## config.mk

```make
export PLATFORM = sky130hd
export DESIGN_NAME = header_length_xor_frame_parser_flat
export DESIGN_NICKNAME = d
export VERILOG_FILES = /design/src/rtl/hlxfp_pkg.sv /design/src/rtl/hlxfp_if.sv /design/src/rtl/hlxfp_store.sv /design/src/rtl/header_length_xor_frame_parser.sv /design/src/flat_wrapper.sv
export SDC_FILE = /design/constraint.sdc
export NUM_CORES = 1
export LEC_CHECK = 0
export BUFFER_PORTS_ARGS = -buffer_cell sky130_fd_sc_hd__clkbuf_2
export CAP_MARGIN = 10
export CORE_AREA = 3 3 207 209
export DETAILED_ROUTE_END_ITERATION = 16
export DIE_AREA = 0 0 210 212
export GPL_TIMING_DRIVEN = 0
export PLACE_DENSITY = 0.63
export SLEW_MARGIN = 20
export SYNTH_ARGS = -nofsm -noshare
export SYNTH_HDL_FRONTEND = slang
export SYNTH_HIERARCHICAL = 1
export SYNTH_SLANG_ARGS = --single-unit
```

## constraint.sdc

```tcl
create_clock -name clk -period 2.4 [get_ports clk]
set_clock_uncertainty 0.2 [all_clocks]
set_input_delay 0.12 -clock clk [delete_from_list [all_inputs] [get_ports clk]]
set_output_delay 0.12 -clock clk [all_outputs]
set_load 0.02 [all_outputs]
```

## src/rtl/hlxfp_pkg.sv

```systemverilog
// ----------------------------------------------------------------------------
// hlxfp_pkg
// Shared types and constants of the header / length / xor frame parser.
// ----------------------------------------------------------------------------
package hlxfp_pkg;

  // payload buffer geometry
  localparam int BUF_DEPTH = 32;
  localparam int ADDR_W    = $clog2(BUF_DEPTH);
  localparam int CNT_W     = $clog2(BUF_DEPTH + 1);

  // frame overhead: two header bytes, length, function, checksum
  localparam int OVERHEAD  = 5;

  // header pattern after reset
  localparam logic [15:0] HEADER_RESET = 16'hABBC;

  // result status codes
  typedef enum logic [2:0] {
    ST_BUSY     = 3'd0,
    ST_OK       = 3'd1,
    ST_HDR_ERR  = 3'd2,
    ST_SIZE_ERR = 3'd3,
    ST_CSUM_ERR = 3'd4
  } status_t;

  // parser phases
  typedef enum logic [2:0] {
    PH_HDR0,
    PH_HDR1,
    PH_LEN,
    PH_FUNC,
    PH_DATA,
    PH_CSUM,
    PH_RD,
    PH_EMIT
  } phase_t;

endpackage

```

## src/rtl/hlxfp_if.sv

```systemverilog
// ----------------------------------------------------------------------------
// hlxfp_if
// Valid/ready channels of the frame parser: byte input and result output.
// ----------------------------------------------------------------------------
interface hlxfp_in_if;
  logic       valid;
  logic       ready;
  logic [7:0] byte_in;

  modport source (output valid, output byte_in, input ready);
  modport sink   (input valid, input byte_in, output ready);
endinterface

interface hlxfp_out_if;
  import hlxfp_pkg::*;

  logic       valid;
  logic       ready;
  status_t    status;
  logic [7:0] function_code;
  logic [5:0] payload_count;
  logic [7:0] payload_byte;
  logic [4:0] payload_index;
  logic       last;

  modport source (output valid, output status, output function_code,
                  output payload_count, output payload_byte,
                  output payload_index, output last, input ready);
  modport sink   (input valid, input status, input function_code,
                  input payload_count, input payload_byte,
                  input payload_index, input last, output ready);
endinterface

```

## src/rtl/hlxfp_store.sv

```systemverilog
// ----------------------------------------------------------------------------
// hlxfp_store
// Payload buffer: one write port, one read port with registered read data.
// ----------------------------------------------------------------------------
module hlxfp_store (
  input  logic                      clk,
  input  logic                      we,
  input  logic [hlxfp_pkg::ADDR_W-1:0] waddr,
  input  logic [7:0]                wdata,
  input  logic [hlxfp_pkg::ADDR_W-1:0] raddr,
  output logic [7:0]                rdata
);
  import hlxfp_pkg::*;

  logic [7:0] mem [BUF_DEPTH];

  // write port
  always_ff @(posedge clk) begin
    if (we) begin
      mem[waddr] <= wdata;
    end
  end

  // read port, registered read data
  always_ff @(posedge clk) begin
    rdata <= mem[raddr];
  end

endmodule

```

## src/rtl/header_length_xor_frame_parser.sv

```systemverilog
// ----------------------------------------------------------------------------
// header_length_xor_frame_parser
// Parses header / length / function / payload / xor-checksum frames from a
// byte stream and replays the payload of each good frame.
// ----------------------------------------------------------------------------
// Every accepted input byte yields one status beat, one cycle per byte while
// the output register drains. A frame with a good checksum instead yields its
// payload as a run of max(1, length-5) beats marked last on the final one;
// each payload beat is a read of the payload memory, then the load of the
// output register, and no input byte is taken during the run.
// Any header, size or checksum error returns the parser to header hunting.
// The two-byte header pattern is written through cfg_we/cfg_data and resets
// to 0xABBC.
module header_length_xor_frame_parser (
  input  logic        clk,
  input  logic        rst,
  input  logic        cfg_we,
  input  logic [15:0] cfg_data,
  hlxfp_in_if.sink    rx,
  hlxfp_out_if.source res
);
  import hlxfp_pkg::*;

  phase_t             phase;
  phase_t             phase_next;
  logic [15:0]        header;
  logic [7:0]         first_byte;
  logic [7:0]         first_byte_next;
  logic [7:0]         run_xor;
  logic [7:0]         run_xor_next;
  logic [CNT_W-1:0]   plen;
  logic [CNT_W-1:0]   plen_next;
  logic [CNT_W-1:0]   cnt;
  logic [CNT_W-1:0]   cnt_next;
  logic [7:0]         func;
  logic [7:0]         func_next;
  logic [ADDR_W-1:0]  idx;
  logic [ADDR_W-1:0]  idx_next;

  logic               out_free;
  logic               parsing;
  logic               fire;
  logic [7:0]         b;
  logic               hdr_match;
  logic               size_bad;
  logic               data_done;
  logic               emit_last;
  logic               mem_we;
  logic [7:0]         rdata;

  logic               res_load;
  status_t            st_next;
  logic [7:0]         fc_next;
  logic [5:0]         pc_next;
  logic [7:0]         pb_next;
  logic [4:0]         pi_next;
  logic               last_next;

  // handshake
  assign out_free = !res.valid || res.ready;
  assign parsing  = (phase != PH_RD) && (phase != PH_EMIT);
  assign rx.ready = !rst && parsing && out_free;
  assign fire     = rx.valid && rx.ready;
  assign b        = rx.byte_in;

  // byte checks
  assign hdr_match = ({first_byte, b} == header);
  assign size_bad  = (b < 8'(OVERHEAD)) || ({1'b0, b} > 9'(BUF_DEPTH + OVERHEAD));
  assign data_done = (CNT_W'(cnt + CNT_W'(1)) >= plen);
  assign emit_last = (CNT_W'({1'b0, idx} + CNT_W'(1)) == plen);

  // payload memory
  assign mem_we = fire && (phase == PH_DATA);

  hlxfp_store u_store (
    .clk   (clk),
    .we    (mem_we),
    .waddr (cnt[ADDR_W-1:0]),
    .wdata (b),
    .raddr (idx),
    .rdata (rdata)
  );

  // next phase
  always_comb begin
    phase_next = phase;
    unique case (phase)
      PH_HDR0: if (fire) phase_next = PH_HDR1;
      PH_HDR1: if (fire) phase_next = hdr_match ? PH_LEN : PH_HDR0;
      PH_LEN:  if (fire) phase_next = size_bad ? PH_HDR0 : PH_FUNC;
      PH_FUNC: if (fire) phase_next = (plen == '0) ? PH_CSUM : PH_DATA;
      PH_DATA: if (fire && data_done) phase_next = PH_CSUM;
      PH_CSUM: begin
        if (fire) begin
          if ((b != run_xor) || (plen == '0)) phase_next = PH_HDR0;
          else phase_next = PH_RD;
        end
      end
      PH_RD:   phase_next = PH_EMIT;
      PH_EMIT: if (out_free) phase_next = emit_last ? PH_HDR0 : PH_RD;
    endcase
  end

  // datapath and result selection
  always_comb begin
    first_byte_next = first_byte;
    run_xor_next    = run_xor;
    plen_next       = plen;
    cnt_next        = cnt;
    func_next       = func;
    idx_next        = idx;
    res_load        = 1'b0;
    st_next         = ST_BUSY;
    fc_next         = '0;
    pc_next         = '0;
    pb_next         = '0;
    pi_next         = '0;
    last_next       = 1'b1;
    unique case (phase)
      PH_HDR0: begin
        if (fire) begin
          first_byte_next = b;
          run_xor_next    = b;
          res_load        = 1'b1;
        end
      end
      PH_HDR1: begin
        if (fire) begin
          res_load = 1'b1;
          if (hdr_match) run_xor_next = run_xor ^ b;
          else st_next = ST_HDR_ERR;
        end
      end
      PH_LEN: begin
        if (fire) begin
          res_load  = 1'b1;
          plen_next = CNT_W'(b - 8'(OVERHEAD));
          if (size_bad) st_next = ST_SIZE_ERR;
          else run_xor_next = run_xor ^ b;
        end
      end
      PH_FUNC: begin
        if (fire) begin
          res_load     = 1'b1;
          func_next    = b;
          run_xor_next = run_xor ^ b;
          cnt_next     = '0;
        end
      end
      PH_DATA: begin
        if (fire) begin
          res_load     = 1'b1;
          run_xor_next = run_xor ^ b;
          cnt_next     = CNT_W'(cnt + CNT_W'(1));
        end
      end
      PH_CSUM: begin
        if (fire) begin
          idx_next = '0;
          if (b != run_xor) begin
            res_load = 1'b1;
            st_next  = ST_CSUM_ERR;
          end else if (plen == '0) begin
            res_load = 1'b1;
            st_next  = ST_OK;
            fc_next  = func;
          end
        end
      end
      PH_RD: begin
      end
      PH_EMIT: begin
        if (out_free) begin
          res_load  = 1'b1;
          st_next   = ST_OK;
          fc_next   = func;
          pc_next   = 6'(plen);
          pb_next   = rdata;
          pi_next   = 5'(idx);
          last_next = emit_last;
          idx_next  = ADDR_W'(idx + ADDR_W'(1));
        end
      end
    endcase
  end

  // control registers
  always_ff @(posedge clk) begin
    if (rst) begin
      phase     <= PH_HDR0;
      header    <= HEADER_RESET;
      res.valid <= 1'b0;
    end else begin
      phase <= phase_next;
      if (cfg_we) header <= cfg_data;
      if (res_load) res.valid <= 1'b1;
      else if (res.ready) res.valid <= 1'b0;
    end
  end

  // frame state registers
  always_ff @(posedge clk) begin
    first_byte <= first_byte_next;
    run_xor    <= run_xor_next;
    plen       <= plen_next;
    cnt        <= cnt_next;
    func       <= func_next;
    idx        <= idx_next;
  end

  // output beat register
  always_ff @(posedge clk) begin
    if (res_load) begin
      res.status        <= st_next;
      res.function_code <= fc_next;
      res.payload_count <= pc_next;
      res.payload_byte  <= pb_next;
      res.payload_index <= pi_next;
      res.last          <= last_next;
    end
  end

endmodule
```

## src/flat_wrapper.sv

```systemverilog
// flat-port wrapper written by rule: the top's interface ports become plain ports
module header_length_xor_frame_parser_flat import hlxfp_pkg::*;
  (clk, rst, cfg_we, cfg_data, rx_valid, rx_byte_in, rx_ready, res_valid, res_status, res_function_code, res_payload_count, res_payload_byte, res_payload_index, res_last, res_ready);
  hlxfp_in_if rx_i ();
  hlxfp_out_if res_i ();
  input  logic clk;
  input  logic rst;
  input  logic cfg_we;
  input  logic [15:0] cfg_data;
  input wire logic [$bits(rx_i.valid)-1:0] rx_valid;
  input wire logic [$bits(rx_i.byte_in)-1:0] rx_byte_in;
  output wire logic [$bits(rx_i.ready)-1:0] rx_ready;
  output wire logic [$bits(res_i.valid)-1:0] res_valid;
  output wire logic [$bits(res_i.status)-1:0] res_status;
  output wire logic [$bits(res_i.function_code)-1:0] res_function_code;
  output wire logic [$bits(res_i.payload_count)-1:0] res_payload_count;
  output wire logic [$bits(res_i.payload_byte)-1:0] res_payload_byte;
  output wire logic [$bits(res_i.payload_index)-1:0] res_payload_index;
  output wire logic [$bits(res_i.last)-1:0] res_last;
  input wire logic [$bits(res_i.ready)-1:0] res_ready;
  assign rx_i.valid = rx_valid;
  assign rx_i.byte_in = rx_byte_in;
  assign rx_ready = rx_i.ready;
  assign res_valid = res_i.valid;
  assign res_status = res_i.status;
  assign res_function_code = res_i.function_code;
  assign res_payload_count = res_i.payload_count;
  assign res_payload_byte = res_i.payload_byte;
  assign res_payload_index = res_i.payload_index;
  assign res_last = res_i.last;
  assign res_i.ready = res_ready;
  header_length_xor_frame_parser u_core (.clk(clk), .rst(rst), .cfg_we(cfg_we), .cfg_data(cfg_data), .rx(rx_i), .res(res_i));
endmodule
```

==> results.json <==
{
  "cap_violations": 0,
  "place_inst": 1368,
  "p_clk_share_pct": 44.2,
  "syn_nets": 814,
  "synth_edf_count": 328,
  "ys.flop_type": "edfxtp_1",
  "die-area_sq_um": 44500,
  "grt_max_degree": 41,
  "routed_wl_mm": 32.5,
  "cp-start-kind": "register",
  "path_max_fanout": 6,
  "endpoint_kind": "register",
  "dp_hpwl_mm": 19.9,
  "io_buffers": 61,
  "io-pin-count": 62,
  "rows": 74,
  "setup_ws_ns": -0.134,
  "core_area_sq_um": 41000,
  "wl_per_cell_microns": 21.6,
  "async_flop_share_pct": 0,
  "crit_path_top_delay_cell": "mux4_2",
  "critical_path.cell_chain": "buf_12, buf_12, mux4_2, mux4_2, mux2_4",
  "dr_total_vias": 7692,
  "finalSetupViolCount": 9,
  "syn_inst": 775,
  "grt_remaining_overflow": 0,
  "setup_tns_ns": -0.766,
  "die_h_microns": 212,
  "period_share_pct": 106,
  "pwr-share-seq_pct": 52.5,
  "power_uw": 13000,
  "initial_utilization_pct": 35.1,
  "drc": 0,
  "p_sw_uw": 2630,
  "seq_area_frac_synth_pct": 72.3,
  "drive_gt1_share_pct": 34.6,
  "dr.pass1.iters": 5,
  "grt_pass1_wl_mm": 48.6,
  "slowest_delay_ns": 0.55,
  "clkTransAtPathRegs_ns": 0.06,
  "vdd_drop_max_uv": 467,
  "crit_required_ns": 2.60,
  "clkSinkCount": 356,
  "drtIter0Drc": 705,
  "finalNonFillerCells": 1506,
  "p_int_uw": 10400,
  "synthToLayoutAreaGrowth_pct": 25.1,
  "grt_pass1_vias": 7827,
  "combPwrFrac_pct": 3.3,
  "synth_cell_types": 49,
  "cts_root_buffer": "clkbuf_16",
  "fp.dieW_microns": 210,
  "place_ws_ns": -1.01,
  "slew_headroom_pct": 39.6,
  "hold_viol": 0,
  "maxSlewViolCount": 0,
  "insertion_delay_ns": 0.53,
  "syn_area_sq_um": 14400,
  "num_antenna_cells": 0,
  "nets": 985,
  "netSwitchingFraction_pct": 20.2,
  "cts_htree_levels": 2,
  "layout_commonest_cell": "edfxtp_1",
  "status": "finished with violations",
  "syn_avg_cell_area_sq_um": 18.6,
  "routabilityCongestion": 0.873,
  "min_path_type": "primary input to register",
  "cts_tree": "yes",
  "max_freq_ghz": 0.395,
  "violations": "negative setup slack",
  "drt-vias-per-instance": 5.11,
  "tightestPinTransition_ns": 0.906,
  "cts_buffers": 36,
  "most-common-layout-cells": "edfxtp_1, mux4_2, clkbuf_2",
  "cts_buffer_depth": 3,
  "crit_type": "register to register",
  "rsz0062_at_grt": "yes",
  "antenna_found_initial": 0,
  "p_leak_uw": 0.00594,
  "grt_usage_pct": 14.6,
  "final_core_util_pct": 43.9,
  "synth_warnings": 6,
  "arrival_ns": 2.74,
  "ant_nets": 0,
  "fin_crit_ns": 2.53,
  "synth_seq_cells": 356,
  "power.density_nw_per_um2": 724
}
## metrics by stage
| stage | hold WS [ns] | cell area, sq um |
|---|---|---|
| 2_1_floorplan | 0.0189 | 14500 |
| 3_5_place_dp | 0.134 | 15400 |
| 5_1_grt | 0.0341 | 18000 |
| 3_3_place_gp | 0.127 | 15400 |
| 6_report | 0.000910 | 18000 |
| 4_1_cts | 0.0152 | 17800 |
## logic make-up (layout without fill, tap and decap cells)
group	after synthesis	in the layout	synth area share, %
mux	94	94	13.6
simple gates	177	177	6.35
xor+xnor	50	50	3.20
buf+inv	45	244	1.51
compound gates	43	43	2.19
fa+ha+maj	10	10	0.869
flops	356	356	72.3
## state kept, by name, summed over array words and instances (netlist names), 6 cells and up
name,count
u_core/cnt,6
u_core/first_byte,8
u_core/func,8
u_core/header,16
u_core/plen,6
u_core/res.function_code,8
u_core/res.payload_byte,8
u_core/res.payload_count,6
u_core/run_xor,8
u_core/u_store/mem,256
u_core/u_store/rdata,8
## power groups by stage
| stage | logic [uW] | clock network, uW | registers, uW |
|---|---|---|---|
| after global routing | 467 | 6120 | 6850 |
| after detailed placement | 360 | 0 | 6980 |
| final | 427 | 5760 | 6840 |
| after global placement | 352 | 0 | 6980 |
| after floorplan | 157 | 0 | 7000 |
| after CTS | 425 | 5900 | 6850 |
## per-layer routing
layer | track usage (%) | vias up | wire (microns)
li1 | - | 3427 | -
met1 | 20.4 | 4009 | 14200
met2 | 23.8 | 204 | 15800
met3 | 2.21 | 52 | 1770
met4 | 4.53 | 0 | 845
met5 | 0 | - | 0
## final cells by class
cell class                      count  area (sq um)
Fill cell                        3471         23000
Sequential cell                   356         10400
Multi-Input combinational cell    374          4200
Timing Repair Buffer              133          1120
Clock buffer                       44          1000
Tap cell                          532           666
Buffer                             34           339
Clock inverter                     22           230
Inverter                           11          41.3
## cells in the mapped netlist (all sizes together), types with 11 or more instances
cell      n  area, sq um
nand3    12         60.1
and3     19          119
dfxtp    28          561
nand2    26         97.6
edfxtp  328         9850
clkbuf   17         63.8
xor2     31          279
xnor2    18          158
inv      11         41.3
nor2     64          240
nor2b    15         93.8
mux4     80         1800
buf      17          113
## worst max-delay path, delay by kind of cell (launching register included)
kind / cells / cell delay (ns)
buffers and inverters: 2 / 0.34
multiplexers: 3 / 1.40
flip-flops: 1 / 0.46
## final timing paths
path                  startpoint  cells after the start  slack [ns]                          end
setup / recovery   u_core/idx[0]                      5       -0.13      u_core/u_store/rdata[7]
hold / removal     rx_byte_in[4]                      1      0.0009    u_core/u_store/mem[31][4]
setup reg to reg   u_core/idx[0]                      5       -0.13      u_core/u_store/rdata[7]
hold reg to reg   u_core/func[3]                      1        0.32  u_core/res.function_code[3]
## timing repair
action / 4_1_cts / 5_1_grt
resized for setup: 106 / 38
setup endpoints to repair: 313 / 187
cloned: 2 / 1
hold buffers: 35 / 0
endpoints found under the hold margin: 53 / 0
buffers inserted: 26 / 9
pin swaps: 13 / 12
(Power assumes the default switching activity.)
